$ cat src/hw/rtl/c2ns_pkg.sv
// ----------------------------------------------------------------------------
// c2ns_pkg
// Shared widths, constants and the division cell payload type.
// ----------------------------------------------------------------------------
`default_nettype none

package c2ns_pkg;

  localparam int CNT_W    = 64;
  localparam int FREQ_W   = 32;
  localparam int SCALE_W  = 30;
  localparam int HALF_W   = CNT_W / 2;
  localparam int PPROD_W  = HALF_W + SCALE_W;
  localparam int PROD_W   = CNT_W + SCALE_W;
  localparam int NUM_CELLS = PROD_W;
  localparam int MUL_STAGES = 2;
  localparam int DEPTH    = NUM_CELLS + MUL_STAGES;
  localparam int OCC_W    = $clog2(DEPTH + 1);

  localparam logic [SCALE_W-1:0] NS_PER_SEC      = SCALE_W'(1000000000);
  localparam logic [FREQ_W-1:0]  DEFAULT_FREQ_HZ = FREQ_W'(62500000);

  typedef struct packed {
    logic [FREQ_W-1:0] rem;
    logic [PROD_W-1:0] work;
  } cell_t;

endpackage

`default_nettype wire

$ cat src/hw/rtl/c2ns_mul.sv
// ----------------------------------------------------------------------------
// c2ns_mul
// Two-stage scaler: count times one billion, as two half products and a sum.
// ----------------------------------------------------------------------------
`default_nettype none

module c2ns_mul
  import c2ns_pkg::*;
(
  input  logic              clk,
  input  logic              rst_n,
  input  logic              in_valid,
  output logic              in_ready,
  input  logic [CNT_W-1:0]  in_count,
  output logic              out_valid,
  input  logic              out_ready,
  output logic [PROD_W-1:0] out_prod
);

  logic               a_valid_r;
  logic [PPROD_W-1:0] plo_r, phi_r;
  logic [PPROD_W-1:0] plo_nxt, phi_nxt;
  logic               b_valid_r;
  logic [PROD_W-1:0]  prod_r, prod_nxt;
  logic               a_ready, b_ready;

  assign b_ready  = !b_valid_r || out_ready;
  assign a_ready  = !a_valid_r || b_ready;
  assign in_ready = a_ready;

  assign plo_nxt = {{SCALE_W{1'b0}}, in_count[HALF_W-1:0]}
                 * {{HALF_W{1'b0}}, NS_PER_SEC};
  assign phi_nxt = {{SCALE_W{1'b0}}, in_count[CNT_W-1:HALF_W]}
                 * {{HALF_W{1'b0}}, NS_PER_SEC};
  assign prod_nxt = {phi_r, {HALF_W{1'b0}}}
                  + {{(PROD_W-PPROD_W){1'b0}}, plo_r};

  always_ff @(posedge clk) begin
    if (!rst_n) begin
      a_valid_r <= 1'b0;
      b_valid_r <= 1'b0;
    end else begin
      if (a_ready) a_valid_r <= in_valid;
      if (b_ready) b_valid_r <= a_valid_r;
    end
  end

  always_ff @(posedge clk) begin
    if (a_ready && in_valid) begin
      plo_r <= plo_nxt;
      phi_r <= phi_nxt;
    end
    if (b_ready && a_valid_r) prod_r <= prod_nxt;
  end

  assign out_valid = b_valid_r;
  assign out_prod  = prod_r;

endmodule

`default_nettype wire

$ cat config.mk
export PLATFORM = sky130hd
export DESIGN_NAME = c2ns_mul
export DESIGN_NICKNAME = d
export VERILOG_FILES = /design/src/hw/rtl/c2ns_pkg.sv /design/src/hw/rtl/c2ns_mul.sv
export SDC_FILE = /design/constraint.sdc
export NUM_CORES = 2
export LEC_CHECK = 0
export BUFFER_PORTS_ARGS = -buffer_cell sky130_fd_sc_hd__buf_2
export CELL_PAD_IN_SITES_DETAIL_PLACEMENT = 0
export CELL_PAD_IN_SITES_GLOBAL_PLACEMENT = 1
export CORE_UTILIZATION = 29
export DETAILED_ROUTE_END_ITERATION = 8
export PLACE_DENSITY = 0.59
export SETUP_SLACK_MARGIN = 0.2
export SKIP_CTS_REPAIR_TIMING = 1
export SLEW_MARGIN = 20
export SYNTH_ARGS = -nofsm -noshare
export SYNTH_HDL_FRONTEND = slang
export SYNTH_SLANG_ARGS = --single-unit
$ cat constraint.sdc
create_clock -name clk -period 7.1 [get_ports clk]
set_clock_uncertainty 0.1 [all_clocks]
set_input_delay 0 -clock clk [delete_from_list [all_inputs] [get_ports clk]]
set_output_delay 0 -clock clk [all_outputs]
set_load 0.01 [all_outputs]
== Word-level counts from Yosys, hierarchy flattened ==
Index checks and enable logic that the tools add are counted.
Widths: inputs -> output; s select.
Cells by class
  $add $sub $neg: 1
  $mul: 2
  reductions and logical operators: 6
Operators by type and width (number)
  $mul 32x21->53 const B: 2
  $add 94x62->94: 1
  $logic_and 1x1->1: 2
  $logic_not 1->1: 2
  $logic_or 1x1->1: 2
Word-level totals
  register bits after elaboration: 202
  input bits: 68
  output and inout port bits: 96
  word-level logic and storage cells: 14

== Longest topological paths before layout ==
  depth after elaboration: 4
  depth in mapped cells: 24
  mapped depth without buffers: 23

== Least setup slack after synthesis ==
OpenSTA, ideal clock, no wires.
  path kind: input port to flip-flop
  from: input port in_count[3]
  to: register plo_r[55] (data pin)
  library setup time: 0.259 ns
  arrival time: 5.501 ns
  data required time: 6.741 ns
  path slack: 1.240 ns
  cell stages on the path: 21
  path buffers: 0
  cell sequence: inv_1 -> fa_1 -> fa_1 -> fa_1 -> fa_1 -> fa_1 -> inv_1 -> fa_1 -> inv_1 -> fa_1 -> inv_1 -> ha_1 -> a21oi_2 -> o21ai_1 -> a2111oi_2 -> o21ai_1 -> o211ai_1 -> o211ai_1 -> a311o_1 -> a21oi_1 -> xnor2_1
Between the ends
  word-level cells in the longest chain between the ends: 1
Ends and longest elaborated chain
  start: declaration: RTL line c2ns_mul.sv:14  | input logic [CNT_W-1:0] in_count,
  $mul 32x21->53: RTL line c2ns_mul.sv:32  | * {{HALF_W{1'b0}}, NS_PER_SEC};
  via plo_nxt[55]: RTL line c2ns_mul.sv:22  | logic [PPROD_W-1:0] plo_nxt, phi_nxt;
  end signal: assignment: RTL line c2ns_mul.sv:50  | plo_r <= plo_nxt;
  end: declaration: RTL line c2ns_mul.sv:21  | logic [PPROD_W-1:0] plo_r, phi_r;
The timed path passes the listed nets, and every way through them passes these cells.
A chain may end at the register's enable or synchronous reset.

== Worst setup path in the final report ==
  from: input port in_count[18]
  to: register plo_r[54] (data pin)
The elaborated chain is that of the path after synthesis.

==> flow_summary.toml <==
[yosys]
synth_enable_flop_cells = 191
synth_area_um2 = 34600
synth.distinct_cells = 76
synth-main-ff-cell = "edfxtp_1"
async_flop_share_pct = 0
syn_inst = 3236
synth.avg_cell_area_um2 = 10.7
yosys_register_bits = 193
yosysSeqAreaShare_pct = 16.7
ys_warn_count = 0

[placement]
port_buffers = 154
placed_cells = 4904
place_area_um2 = 37200
post-dp-hpwl_um = 77500
routabilityCongestion = 0.849

[cts]
clk_pin_slew_ps = 80
cts_buffers = 17
cts_root_buf = "clkbuf_16"
cts_tree = "yes"
htreeDepth = 4
clock_sinks = 193
clock_latency_ps = 430
clock_path_buffers = 2

[layout]
stdcell_area_um2 = 37900
drive_gt1_share_pct = 6.78
syn_to_final_growth_pct = 9.58
final_nets = 4640
fin_cells = 4945
diodes = 0

[global_route]
track_usage_pct = 14.9
gr-total-overflow = 0
grt_pass1_vias = 24062
grt_pass1_wl_um = 138000
grt_max_degree = 71
antenna_found_initial = 4

[sta]
max_slew.worst_pin.slew_ps = 1110
finalCriticalPeriod_ps = 6410
maxSlewHeadroom_pct = 25.5
rsz0062_at_grt = "false"
timing.fmax_mhz = 156
setup-tns-final_ps = 0
final_max_slew_viol_count = 0
finalHoldViolCount = 0
period_share_pct = 90.3
setup_violations = 0

[drt]
final_antenna_net_count = 0
routedWlPerCell_um = 17.5
firstDrtPassIters = 5
drc_errors = 0
drt_iter0_drc = 979
routed_wl_um = 86700
viasPerCell = 4.43
vias = 21925

[worst_setup_path]
arrival_ps = 6490
startpoint_type = "input pin"
critPathTopFamily = "adder cells"
worstSetupPathType = "input pin to flop"
r2r_start = "plo_r[41]$_DFFE_PP_"
slowest_stage = "fa_1"
critPathLaunch = "in_count[18]"
worstPathRequired_ps = 7180
critPathBufInv = 6
max_stage_delay_ps = 550
crit_path_frequent_cell = "fa_1"
cp_max_fo = 9
cp-end-kind = "flop"
cp_cell_sequence = "buf_2 -> ha_1 -> inv_1 -> fa_1 -> inv_1 -> fa_1 -> inv_1 -> fa_1 -> fa_1 -> fa_1 -> fa_1 -> inv_1 -> ha_1 -> inv_1 -> nor3_1 -> nand2b_1 -> a211oi_1 -> o2111ai_1 -> a2111oi_2 -> nor2_1 -> o21ai_1 -> xor2_1"
ff2ff_setup_slack_ps = 3120

[die]
start_util_pct = 29.3
dieArea_um2 = 121000
io_pins = 164
core_region_area_um2 = 118000
die_h_um = 347
rows = 126
die_width_um = 347

[worst_hold_path]
hold_path_class = "input pin to flop"
hold_start = "in_count[0]"

[job]
cap_violations = 0

[status]
status = "completed"
[Yosys cell counts, drive strengths merged, types with 35 or more instances]
master	instances	share of area, %
ha	551	20
and3	35	0.63
xor2	37	0.94
xnor2	112	2.8
nand2	70	0.76
o21ai	59	0.86
edfxtp	191	17
fa	625	36
nand3	44	0.64
a21o	69	1.5
a21oi	118	1.8
nor2	65	0.71
inv	986	11
[worst reg2reg max path, stage by stage (launching register included)]
cell      delay (ps)
edfxtp_1         380
ha_1             180
inv_1             50
fa_1             390
nor2b_1          130
o21a_1           140
o21ai_1           80
nor3b_1          160
o21ai_1          310
a31oi_1          200
nor3b_2          910
nand3_1          200
xnor2_1          490
[routing by layer]
metal  vias up  GRT usage (%)  part of all wire (%)
met3        45           2.16                   3.9
met5         -              0                     0
met2       316           24.8                    47
li1      10462              -                     -
met4         0           1.98                   1.3
met1     11102           20.9                    47
[area by class of cell]
cell class | count | area [um^2]
fill | 12216 | 80300
multi-input combinational | 2027 | 25000
sequential | 193 | 5780
inverter | 986 | 3700
tap | 1536 | 1920
timing repair buffer | 171 | 921
clock buffer | 17 | 425
clock inverter | 15 | 190
[kinds of logic after synthesis]
logic type	Yosys count	share of synthesized area, %
DFF	193	16.7
buffers and inverters	1024	11.2
muxes	2	0.0579
xor gates and xnor gates	149	3.77
AOI/OAI and AO/OA	365	7.33
and+or+nand+nor	326	4.80
adders and majority gates	1176	56.1
other	1	0.0108
[layout by cell type (no fill, tap or decap), types with 13 or more instances in the layout]
cell type and instances:
o21bai_1 14, and2_1 13, nor2_1 65, ha_1 551, fa_1 625, nor2b_1 21
a21oi_1 110, and3_1 35, inv_1 986, edfxtp_1 191, clkbuf_16 17, nor3_1 15
nand3_1 44, a31oi_1 13, o21ai_0 42, xnor2_1 112, xor2_1 37, a21o_1 69
o21a_1 14, nand4_1 24, nand2_1 70, buf_2 154, o21ai_1 16
[per-stage QoR]
stage	utilization (%)	hold WS, ps	setup WS [ps]
after floorplan	-	-1.13	1240
after global placement	31.5	123	279
after detailed placement	31.5	124	315
after CTS	32.0	-345	775
after global routing	32.1	52.3	397
final	32.1	58.4	688
[flip-flops by register name, indices dropped and copies added (netlist names)]
| register | count |
|---|---|
| phi_r | 53 |
| out_valid | 1 |
| a_valid_r | 1 |
| plo_r | 53 |
| out_prod | 85 |
[final timing paths]
kind | end | cells past startpoint
max | plo_r[54]$_DFFE_PP_ | 22
min | plo_r[11]$_DFFE_PP_ | 2
max reg2reg | out_prod[73]$_DFFE_PP_ | 12
min reg2reg | out_prod[30]$_DFFE_PP_ | 0
Power is left out: the tool's default activity adds up to more than one toggle a clock period on the data nets, which glitch-free logic cannot reach.
