`config.mk`:
```
export PLATFORM = sky130hd
export DESIGN_NAME = c2ns_div_cell
export DESIGN_NICKNAME = d
export VERILOG_FILES = /design/src/hw/rtl/c2ns_pkg.sv /design/src/hw/rtl/c2ns_div_cell.sv
export SDC_FILE = /design/constraint.sdc
export NUM_CORES = 1
export LEC_CHECK = 0
export BUFFER_PORTS_ARGS = -buffer_cell sky130_fd_sc_hd__buf_4
export CAP_MARGIN = 20
export CORE_MARGIN = 5
export CORE_UTILIZATION = 47
export DETAILED_ROUTE_END_ITERATION = 6
export GPL_TIMING_DRIVEN = 1
export PLACE_DENSITY_LB_ADDON = 0.12
export SYNTH_ARGS = -nofsm -noshare
export SYNTH_HDL_FRONTEND = slang
export SYNTH_SLANG_ARGS = --single-unit
```
`constraint.sdc`:
```
create_clock -name clk -period 4.85 [get_ports clk]
set_input_delay 0.7275 -clock clk [delete_from_list [all_inputs] [get_ports clk]]
set_output_delay 0.7275 -clock clk [all_outputs]
set_load 0.1 [all_outputs]
```
`src/hw/rtl/c2ns_pkg.sv`:
```
// ----------------------------------------------------------------------------
// c2ns_pkg
// Shared widths, constants and the division cell payload type.
// ----------------------------------------------------------------------------
`default_nettype none

package c2ns_pkg;

  localparam int CNT_W    = 64;
  localparam int FREQ_W   = 32;
  localparam int SCALE_W  = 30;
  localparam int HALF_W   = CNT_W / 2;
  localparam int PPROD_W  = HALF_W + SCALE_W;
  localparam int PROD_W   = CNT_W + SCALE_W;
  localparam int NUM_CELLS = PROD_W;
  localparam int MUL_STAGES = 2;
  localparam int DEPTH    = NUM_CELLS + MUL_STAGES;
  localparam int OCC_W    = $clog2(DEPTH + 1);

  localparam logic [SCALE_W-1:0] NS_PER_SEC      = SCALE_W'(1000000000);
  localparam logic [FREQ_W-1:0]  DEFAULT_FREQ_HZ = FREQ_W'(62500000);

  typedef struct packed {
    logic [FREQ_W-1:0] rem;
    logic [PROD_W-1:0] work;
  } cell_t;

endpackage

`default_nettype wire

```
`src/hw/rtl/c2ns_div_cell.sv`:
```
// ----------------------------------------------------------------------------
// c2ns_div_cell
// One restoring division step: shift in a dividend bit, trial subtract.
// ----------------------------------------------------------------------------
`default_nettype none

module c2ns_div_cell
  import c2ns_pkg::*;
(
  input  logic              clk,
  input  logic              rst_n,
  input  logic [FREQ_W-1:0] freq,
  input  logic              in_valid,
  output logic              in_ready,
  input  cell_t             in_cell,
  output logic              out_valid,
  input  logic              out_ready,
  output cell_t             out_cell
);

  logic          valid_r;
  cell_t         cell_r, cell_nxt;
  logic [FREQ_W:0] partial, diff;
  logic          ge;

  assign in_ready = !valid_r || out_ready;

  assign partial = {in_cell.rem, in_cell.work[PROD_W-1]};
  assign diff    = partial - {1'b0, freq};
  assign ge      = partial >= {1'b0, freq};

  always_comb begin
    cell_nxt.rem  = ge ? diff[FREQ_W-1:0] : partial[FREQ_W-1:0];
    cell_nxt.work = {in_cell.work[PROD_W-2:0], ge};
  end

  always_ff @(posedge clk) begin
    if (!rst_n) begin
      valid_r <= 1'b0;
    end else if (in_ready) begin
      valid_r <= in_valid;
    end
  end

  always_ff @(posedge clk) begin
    if (in_ready && in_valid) cell_r <= cell_nxt;
  end

  assign out_valid = valid_r;
  assign out_cell  = cell_r;

endmodule

`default_nettype wire

```
After elaboration in Yosys (flattened, before gate mapping):

Cells that the tools add are included.

* bits in registers: 127
* input bits: 162
* output and inout port bits: 128
* logic and storage cells: 9

* $add $sub $neg: 1
* $lt $le $gt $ge: 1
* muxes and demuxes: 1
* reduce and logical (&&, ||, !) cells: 3

Operators by type and width (count)
* $ge A33 B32 Y1: 1
* $mux W32: 1
* $sub A32 B32 Y32: 1
* $logic_and A1 B1 Y1: 1
* $logic_not A1 Y1: 1
* $logic_or A1 B1 Y1: 1

Depth between registers and ports, before layout:

Gate-level depths: netlist (run 1).

* depth in word-level cells: 3
* depth in mapped cells: 13
* depth with buffers taken out: 12

Least setup slack after synthesis (run 1):

Ideal clock, no wire load.

* path type: reg2reg
* start point: register valid_r, in the netlist out_valid
* end point: register cell_r, in the netlist out_cell[0], enable pin
* setup time: 0.499 ns
* arrival: 4.567 ns
* data required time: 4.351 ns
* setup slack: -0.216 ns
* cell stages (with the launch flop): 3
* buffers on the path: 0
* clock period less this slack: 5.066 ns
* path through: dfxtp_1 -> nand2b_1 -> and2_1

* cells in the longest elaborated chain, start to end: 3

RTL lines
* from (decl): RTL line c2ns_div_cell.sv:21 `logic valid_r;`
* from (signal assigned): RTL line c2ns_div_cell.sv:41 `valid_r <= in_valid;`
* $logic_not A1 Y1: RTL line c2ns_div_cell.sv:26 `assign in_ready = !valid_r || out_ready;`
* $logic_or A1 B1 Y1: RTL line c2ns_div_cell.sv:26
* net in_ready: RTL line c2ns_div_cell.sv:14 `output logic in_ready,`
* $logic_and A1 B1 Y1: RTL line c2ns_div_cell.sv:46 `if (in_ready && in_valid) cell_r <= cell_nxt;`
* to (signal assigned): RTL line c2ns_div_cell.sv:46
* to (decl): RTL line c2ns_div_cell.sv:22 `cell_t cell_r, cell_nxt;`

The timed path passes the listed nets, and every way through them passes these cells.
A chain may end at the register's enable or synchronous reset.

==> impl_results.md, run 1 <==
* Max Fanout on Critical Path at 30
* FILL cells at about 920
* Unique cell type count in the Yosys netlist at a little under 50
* Clock period minus worst slack at 3.46 ns
* PortBufs at between 200 and 300
* RSZ-0062 raised after global routing: false
* Yosys reg bits at 127
* Startpoint types: input pin
* Total power at ~0.0037 W
* Area of the mapped netlist at around 6000 um2
* Number of max-cap violations at 0
* First-pass GRT wire length at around 27000 um
* Slew margin rel. at 60.5%
* TNS Setup at 0 ns
* Final setup vio count at 0
* Seq/Total Area, Yosys at a little over three fifths
* H-tree depth at 4
* CTS tree: built
* Routed WL per cell at roughly 20 um
* Gate Count Post-Synth at ~470
* I/O pin cnt at 290
* Tot GR Track Use at between 20% and 30%
* Fin crit share at between 70 and 80%
* Nets at between 900 and 1000
* Diodes inserted at 0
* Syn nets at between 600 and 700
* Ys flop type: edfxtp_1
* Die H at 123 um
* Worst EP arrival at approximately 3.6 ns
* Clk buf depth at 2
* Clock sink count at 127
* Ys async rst share at 0%
* Power Dens Cells at between 400 and 500 nW/um2
* FMAX at between 0.2 and 0.3 GHz
* Root buffer cell: clkbuf_16
* CP Capture Type: register
* Die area at roughly 15000 um2
* Core ar. at between 10000 and 15000 um2
* Commonest non-fill, non-tap cell in the layout: buf_4
* GR Overflow Total at 0
* Clock slew at reported path FFs at 0.06 ns
* Clk_skew at 0.00882 ns
* Crit path kind: in2reg
* Worst-skew pair later-pin latency at ~0.4 ns
* Share of cells above drive strength 1 at between 40% and 50%
* Register area at ~3800 um2
* Final instance area at 8910 um2
* Post-CTS sizing at 0
* Worst slew pin tran at just under 0.6 ns
* Drt total wl at 18900 um
* Pre-antenna DRT Iters at 5
* Remaining DRCs at 0
* Grt met1 use at around a quarter
* CP max-delay cell: or4_1
* Multi-input gate area at around 2000 um2
* Hold-fix buffers, CTS at 0
* Max-slew violations at 0
* Post-CTS Setup Bufs at 0
* GRT busiest layer: met2
* Status: completed
* Die W at roughly 120 um
* Grt met2 use at ~44%
* CTS Buf Count at 17
* Layout area overhead at 48.1%
* Vias in the first global route at between 4000 and 5000
* Routability Congestion at 0.895
* Detailed placement HPWL at 14700 um
* M3 GR Usage at approximately 9%
* Number of synthesized flops with an enable pin at between 100 and 150
* Warnings, synthesis at 0
* Fin. Hold Viols at 0
* Std cell rows at ~40
* Syn Area/Cell at between 10 and 15 um2
* Vias per cell at slightly above 5
* Placed inst area at roughly 8400 um2
* Initial antenna violation count at 0
* DR vias at slightly below 5000
* Worst vdd ir at 0.173 mV
* Most used cell, CP: buf_4
* Worst hold path class: in2reg
* Pin count of the biggest net entering global routing at around 50
* Commonest non-fill, non-tap cells in the layout: buf_4 (293), edfxtp_1 (126), a21oi_1 (55)
* Antenna viol nets, final at 0
* Worst path cell trace: buf_4, inv_1, ha_1, nand4_1, or4_1, a21oi_1, nor3_1, a211oi_2, o21ai_2, o31ai_4, buf_4, mux2_2
* Initial Util at roughly 48%
* Pleak at approximately 4.0 nW
* Worst EP required at 5.00 ns
* Initial DRC Count at ~270
* Crit path largest cell delay at a little under 0.5 ns
==> stage by stage <==
stage                     hold slack (ns)  cells  worst slack (ns)  utilization [%]
after global placement              0.536    922              1.04             66.5
after global routing                0.469    954              1.23             70.9
after detailed placement            0.556    922             0.972             66.5
after floorplan                     0.826    472              1.14                -
final                               0.494    954              1.39             70.9
after CTS                           0.474    954              1.40             70.9
==> per-layer routing <==
layer | part of all wire (%) | up-vias
met4 | 2.2 | 0
met1 | 35 | 2352
li1 | - | 2350
met3 | 10 | 30
met2 | 53 | 207
met5 | 0 | -
==> cell usage after synthesis (2+ instances only) <==
library cell	count	area share, %
edfxtp_1	126	63
a21oi_1	55	4.6
inv_1	39	2.4
nor2_1	37	2.3
ha_1	32	6.7
nand2_1	28	1.7
o21ai_0	15	1.2
xnor2_1	15	2.2
a21o_1	13	1.6
xor2_1	12	1.7
clkbuf_1	8	0.50
nand3_1	8	0.67
nand4_1	7	0.73
mux2_2	6	1.1
o21a_1	6	0.75
nand2b_1	5	0.52
buf_2	4	0.33
mux2_1	4	0.75
nor4_1	4	0.42
o211ai_1	4	0.50
a211oi_1	3	0.37
and2_1	3	0.31
buf_4	3	0.37
o21bai_1	3	0.37
a211o_1	2	0.29
a31oi_1	2	0.21
mux2i_1	2	0.33
nor2b_1	2	0.21
nor3_1	2	0.17
o22ai_1	2	0.21
o41ai_1	2	0.29
==> cell type report <==
cell class / instances / area share, %
clock buffer: 18 / 4.82
tap: 172 / 2.42
multi-input combinational: 291 / 22.4
inverter: 39 / 1.64
sequential: 127 / 42.7
timing repair buffer: 293 / 24.7
clock inverter: 14 / 1.33
==> report_power, final <==
part           internal [W]  total (W)  switching [W]  leakage [nW]
sequential          0.00132    0.00134      0.0000239          1.22
combinational      0.000315    0.00118       0.000863          2.47
clock              0.000702    0.00117       0.000472         0.260
total               0.00234    0.00369        0.00136          3.96
==> cell families (layout without fill, tap and decap cells) <==
| group | after synthesis | count (layout) | synth area share, % |
|---|---|---|---|
| fa+ha+maj | 33 | 33 | 6.99 |
| flops | 127 | 127 | 63.2 |
| mux | 12 | 12 | 2.20 |
| xor+xnor | 27 | 27 | 3.93 |
| buf+inv | 54 | 364 | 3.64 |
| simple gates | 100 | 100 | 7.55 |
| compound gates | 119 | 119 | 12.5 |
==> sequential cells by signal, indices dropped and copies added, names as in the netlist <==
name	flops
out_cell	126
out_valid	1
==> worst max-delay path, delay by kind of cell <==
kind	cells	cell delay, ns
and+or+nand+nor	3	0.78
adders and majority gates	1	0.43
AOI/OAI and AO/OA	4	0.79
buffers and inverters	3	0.48
muxes	1	0.39
==> final timing paths <==
check                                 start            to  slack [ns]  cells past startpoint
worst max-delay path               freq[16]  out_cell[97]        1.39                     12
worst min-delay path            in_cell[92]  out_cell[93]        0.49                      1
worst max register to register    out_valid  out_cell[89]        2.92                      3
worst min register to register    out_valid     out_valid        0.56                      2
No activity file was read; power rests on OpenSTA's default activity.
==> inputs of run 2 (changes only) <==
- ABC_AREA: not set -> 1
- CORE_UTILIZATION: 47 -> 49
- clock period: 4.85 -> 3.2 ns (I/O delays scaled with it)
==> run 2 against run 1 <==
Net effect: non-clock buffer count is 1 higher; area after synthesis grew 17%; first-iteration DRC count is 49% higher; utilization is 0.55 points higher; worst hold slack got worse by 0.26 ns; sequential power up 51%; global-route usage increased by 0.41 points; sequential cell count is the same; clock skew grew 0.00053 ns; critical path type unchanged.
==> impl_results.md, run 2 <==
* Most frequent cell after synthesis: nand2_1
* Core ar. at between 10000 and 15000 um2
* Number of synthesized flops with an enable pin at between 100 and 150
* Remaining DRCs at 0
* Pre-antenna DRT Iters at 5
* Routed WL per cell at ~16 um
* Share of Yosys cell area claimed by the top area cell type at a little over half
* Layout area overhead at 42.4%
* Worst vdd ir at about 0.35 mV
* I/O pin cnt at 290
* Crit path largest cell delay at approximately 0.7 ns
* Warnings, synthesis at 0
* Vias in the first global route at roughly 5800
* Fin crit share at 81.1%
* Clk_skew at 0.00935 ns
* Most used cell, CP: nand2_1
* R2R depth at 2
* CP max-delay cell: nor2_4
* RR Endpoint: out_cell[104]
* Vias per cell at ~4.8
* GR Overflow Total at 0
* Ys flop type: edfxtp_1
* Worst hold path class: in2reg
* Status: completed
* Clk buf depth at 2
* Post-synth top area cell: edfxtp_1
* Pleak at around 5.1 nW
* Share of cells above drive strength 1 at around 33%
* Root buffer cell: clkbuf_16
* Initial antenna violation count at 0
* Tot GR Track Use at 24.2%
* CP Capture Type: register
* Most frequent cells after synthesis: nand2_1 (278), inv_1 (151), edfxtp_1 (126)
* Setup slack at placement at 0.116 ns
* Ys async rst share at 0%
* Initial DRC Count at between 400 and 500
* Worst path cell trace: buf_4, inv_1, ha_1, nand2_1, inv_1, nand2_1, nand2_1, nand2_1, nand3_2, nor2_4, nand2_8, nand2_1, o21ai_0
* Nets at ~1300
* Post-CTS Setup Bufs at 0
* Hold path cells at 1
* First-pass GRT wire length at roughly 31000 um
* Syn Area/Cell at 8.95 um2
* Commonest non-fill, non-tap cells in the layout: buf_4 (292), nand2_1 (278), inv_1 (151)
* Die area at roughly 17000 um2
* Hold-fix buffers, CTS at 0
* Area of the mapped netlist at between 7000 and 8000 um2
* Drt total wl at between 20000 and 25000 um
* Hold EP: out_cell[40]
* Worst EP arrival at around 2.8 ns
* Routability Congestion at around 1
* Worst-skew pair later-pin latency at approximately 0.42 ns
* DR vias at a little over 6000
* Startpoint types: input pin
* CTS Buf Count at 17
* FMAX at approximately 0.39 GHz
* Detailed placement HPWL at about 17000 um
* H-tree depth at 4
* PortBufs at approximately 290
* Antenna viol nets, final at 0
* Diodes inserted at 0
* Power Dens Cells at 579 nW/um2
* Crit path kind: in2reg
* Unique cell type count in the Yosys netlist at 31
* Fin. Hold Viols at 0
* Worst slew pin tran at ~0.9 ns
* Worst EP required at 3.36 ns
* Die H at 130 um
* Reg2reg start: out_valid
* Top cells by area, synth: edfxtp_1 (54%), nand2_1 (15%), inv_1 (8.1%)
* Initial Util at approximately half
* Slew margin rel. at roughly two fifths
* Gate Count Post-Synth at ~780
* Syn nets at 979
* HP Start: in_cell[39]
* Post-CTS sizing at 0
* Clock period minus worst slack at roughly 2.6 ns
* Yosys reg bits at 127
* Seq/Total Area, Yosys at a little over half
* Commonest non-fill, non-tap cell in the layout: buf_4
* Max FFs per register at 126
* Final worst setup slack at about 0.61 ns
* Std cell rows at between 40 and 50
* Pin count of the biggest net entering global routing at 54
* Clock slew at reported path FFs at roughly 0.060 ns
* CTS tree: built
* Die W at roughly 130 um
* Clock sink count at 127
* Final setup vio count at 0
* R2R Setup Slk at around 1.6 ns
* RSZ-0062 raised after global routing: false
* Max-slew violations at 0
* Number of max-cap violations at 0
* Max Fanout on Critical Path at 35
* TNS Setup at 0 ns
-- run 2: cell types whose count changed after synthesis, sizes merged, moves of 13 or more --
cell / delta
xnor2: -14
nand3: +60
a21o: -13
a21oi: -33
o21ai: -14
inv: +115
nand2: +255
-- run 2: per-stage QoR --
stage	utilization (%)	total power, W	cell area [um2]	hold WS [ns]	cells
2_1_floorplan	-	0.00344	7030	0.579	784
3_3_place_gp	67.2	0.00390	9410	0.521	1248
3_5_place_dp	67.2	0.00391	9410	0.525	1248
4_1_cts	71.4	0.00583	9990	0.218	1280
5_1_grt	71.4	0.00603	9990	0.210	1280
6_report	71.4	0.00579	9990	0.234	1280
-- run 2: critical path, delay by kind of cell --
kind            cells  cell delay, ns
buf+inv             3            0.16
compound gates      1            0.10
fa+ha+maj           1            0.34
simple gates        8            1.65
-- run 2: layout make-up --
type | count | area (um2)
tap | 180 | 225
clock inverter | 15 | 161
fill | 1124 | 4000
inverter | 154 | 578
timing repair buffer | 294 | 2230
multi-input combinational | 493 | 2560
sequential | 127 | 3800
clock buffer | 17 | 425
-- run 2: how the worst max path moves through the flow --
| stage | start | to | cells past startpoint |
|---|---|---|---|
| after floorplan | out_valid | out_cell[0] | 1 |
| after detailed placement | freq[28] | out_cell[95] | 13 |
| after global routing | freq[27] | out_cell[94] | 13 |
| final | freq[28] | out_cell[95] | 13 |
| after global placement | freq[27] | out_cell[95] | 13 |
| after CTS | freq[28] | out_cell[95] | 13 |
-- run 2: cells by family after synthesis --
kind of cell | Yosys count | synth area share [%]
and+or+nand+nor | 420 | 26.7
buffers and inverters | 164 | 9.40
DFF | 127 | 54.2
adders and majority gates | 33 | 5.99
AOI/OAI and AO/OA | 26 | 1.93
xor gates and xnor gates | 14 | 1.75
-- run 2: report_power, final --
group | switching (W) | total (W) | internal, W
Clock | 0.000751 | 0.00191 | 0.00116
Sequential | 0.0000352 | 0.00203 | 0.00199
Combinational | 0.00138 | 0.00185 | 0.000474
Total | 0.00216 | 0.00579 | 0.00362
-- run 2: metal layers --
layer,share of wire (%),GRT usage (%),wire length (um),vias to the layer above
met1,38,28.1,7830,2810
met5,0,0,0,-
li1,-,-,-,3093
met2,51,42.7,10600,228
met3,8.8,7.63,1820,25
met4,2.0,7.76,411,0
==> inputs of run 3 (changes only) <==
- ABC_AREA: 1 -> 0
- CORE_UTILIZATION: 49 -> 42
- clock period: 3.2 -> 2.2 ns (I/O delays scaled with it)
==> run 3 against run 2 <==
Net effect: the run now ends with setup timing left; critical path depth decreased by 2; via count decreased by 13%; combinational power increased by 62%; critical endpoint is now out_cell[100]; clock-buffer cell count increased by 1; utilization increased by 1.5 points; sequential share of layout area decreased by 0.78 points; clock power increased by 58%; highest routed layer unchanged.
==> impl_results.md, run 3 (synthesis results as in run 1) <==
* P_sw at approximately 0.0032 W
* CTS Buf Count at 17
* Fin. Hold Viols at 0
* Startpoint types: input pin
* Root buffer cell: clkbuf_16
* RSZ-0062 raised after global routing: true
* Std cell rows at 43
* Worst EP arrival at 2.86 ns
* Initial antenna violation count at 0
* Die H at ~130 um
* Vias per cell at 5.00
* Nets at about 1100
* Sw frac at 35.2%
* CTS tree: built
* Placed inst area at 9240 um2
* Number of max-cap violations at 0
* Crit path kind: in2reg
* DR vias at around 5300
* Slew margin rel. at between 60% and 70%
* First-pass GRT wire length at 29500 um
* Worst path cell trace: buf_6, ha_4, nand4_1, or4_4, a21oi_2, nor3_2, a211oi_2, o21ai_2, o31ai_4, buf_12, mux2_2
* CP Capture Type: register
* Clock slew at reported path FFs at around 0.060 ns
* Diodes inserted at 0
* Drt total wl at roughly 20000 um
* Antenna viol nets, final at 0
* Worst-skew pair later-pin latency at between 0.4 and 0.5 ns
* H-tree depth at 4
* Crit path largest cell delay at around 0.56 ns
* CP startpoint: in_cell[101]
* Clock sink count at between 100 and 150
* Vias in the first global route at 5410
* Layout area overhead at 69.7%
* Die area at 16800 um2
* Reg2reg start: out_valid
* Initial Util at between 40% and 50%
* Reg power frac at about a third
* HP Start: in_cell[92]
* Pre-antenna DRT Iters at 5
* FMAX at roughly 0.37 GHz
* Remaining DRCs at 0
* Commonest non-fill, non-tap cells in the layout: buf_4 (374), edfxtp_1 (126), a21oi_1 (45)
* Worst EP required at roughly 2.4 ns
* CP max-delay cell: or4_4
* Clock period minus worst slack at 2.69 ns
* Pleak at roughly 4.6 nW
* Power Dens Cells at approximately 880 nW/um2
* Fin crit share at 122%
* PortBufs at roughly 290
* P_int at about 0.0058 W
* GR Overflow Total at 0
* Clk buf depth at 2
* Total power at 0.00896 W
* Final setup vio count at 33
* Tot GR Track Use at between 20% and 30%
* Worst slew pin tran at around 0.54 ns
* TNS Setup at -12.57 ns
* Setup slack at placement at -1.12 ns
* FILL cells at between 900 and 1000
* Initial DRC Count at between 200 and 300
* Detailed placement HPWL at around 15000 um
* Clk_skew at around 0.013 ns
* Final instance area at ~10000 um2
* Max-slew violations at 0
* Failing checks: setup timing
* Routed WL per cell at 18.8 um
* Core ar. at 14000 um2
* Worst hold path class: in2reg
* Die W at 130 um
* Pin count of the biggest net entering global routing at 99
* Max FFs per register at ~130
* Clock group share of total power at 33.6%
* Comb power frac at about a third
* Max Fanout on Critical Path at 17
* I/O pin cnt at 290
* Status: finished with violations
* Hold slack at 0.0830 ns
* Worst vdd ir at between 0.4 and 0.5 mV
* Final worst setup slack at -0.493 ns
* Share of cells above drive strength 1 at roughly 54%
* Commonest non-fill, non-tap cell in the layout: buf_4
* Routability Congestion at 0.952
-- run 3: path summary, 6_finish.rpt --
kind                                       to  slack [ns]  depth (start not counted)
worst max-delay path            out_cell[100]       -0.49                         11
worst min-delay path             out_cell[93]        0.08                          1
worst min register to register      out_valid        0.52                          2
worst max register to register   out_cell[96]        0.79                          3
-- run 3: stage by stage --
stage / util [%] / std cells
3_3_place_gp: 66.1 / 1027
4_1_cts: 72.9 / 1067
5_1_grt: 73.0 / 1067
6_report: 73.0 / 1067
2_1_floorplan: - / 472
3_5_place_dp: 66.1 / 1027
-- run 3: timing repair --
item / in CTS / in global routing
hold buffers: 0 / 0
cloned: 3 / 0
buffers inserted: 5 / 0
resized for setup: 52 / 1
endpoints found under the hold margin: 0 / 0
pin swaps: 10 / 1
setup endpoints to repair: 33 / 33
-- run 3: critical path, delay by kind of cell --
family	cells	cell delay (ns)
buffers and inverters	2	0.31
multiplexers	1	0.35
AND/OR/NAND/NOR	3	0.79
adder cells (fa/ha/maj)	1	0.25
AO/OA/AOI/OAI	4	0.82
-- run 3: power groups by stage --
stage	logic, W	clock network (W)	registers [W]
6_report	0.00299	0.00301	0.00296
5_1_grt	0.00312	0.00319	0.00297
4_1_cts	0.00298	0.00307	0.00296
3_5_place_dp	0.00285	0	0.00301
3_3_place_gp	0.00282	0	0.00300
2_1_floorplan	0.000663	0	0.00430
-- run 3: metal layers --
metal	vias to the layer above	share of wire, %	wire length (um)	track usage (%)
met4	0	2.3	459	7.89
met1	2509	37	7400	26.5
met2	234	53	10500	41.6
met3	33	8.1	1620	6.39
li1	2556	-	-	-
met5	-	0	0	0
-- run 3: cell type report --
| class | count | area (um2) | share of cell area (%) |
|---|---|---|---|
| Sequential cell | 127 | 3810 | 37.3 |
| Timing Repair Buffer | 398 | 3170 | 31.1 |
| Clock inverter | 14 | 204 | 2.00 |
| Clock buffer | 18 | 429 | 4.20 |
| Multi-Input combinational cell | 291 | 2210 | 21.7 |
| Inverter | 39 | 154 | 1.51 |
| Tap cell | 180 | 225 | 2.21 |
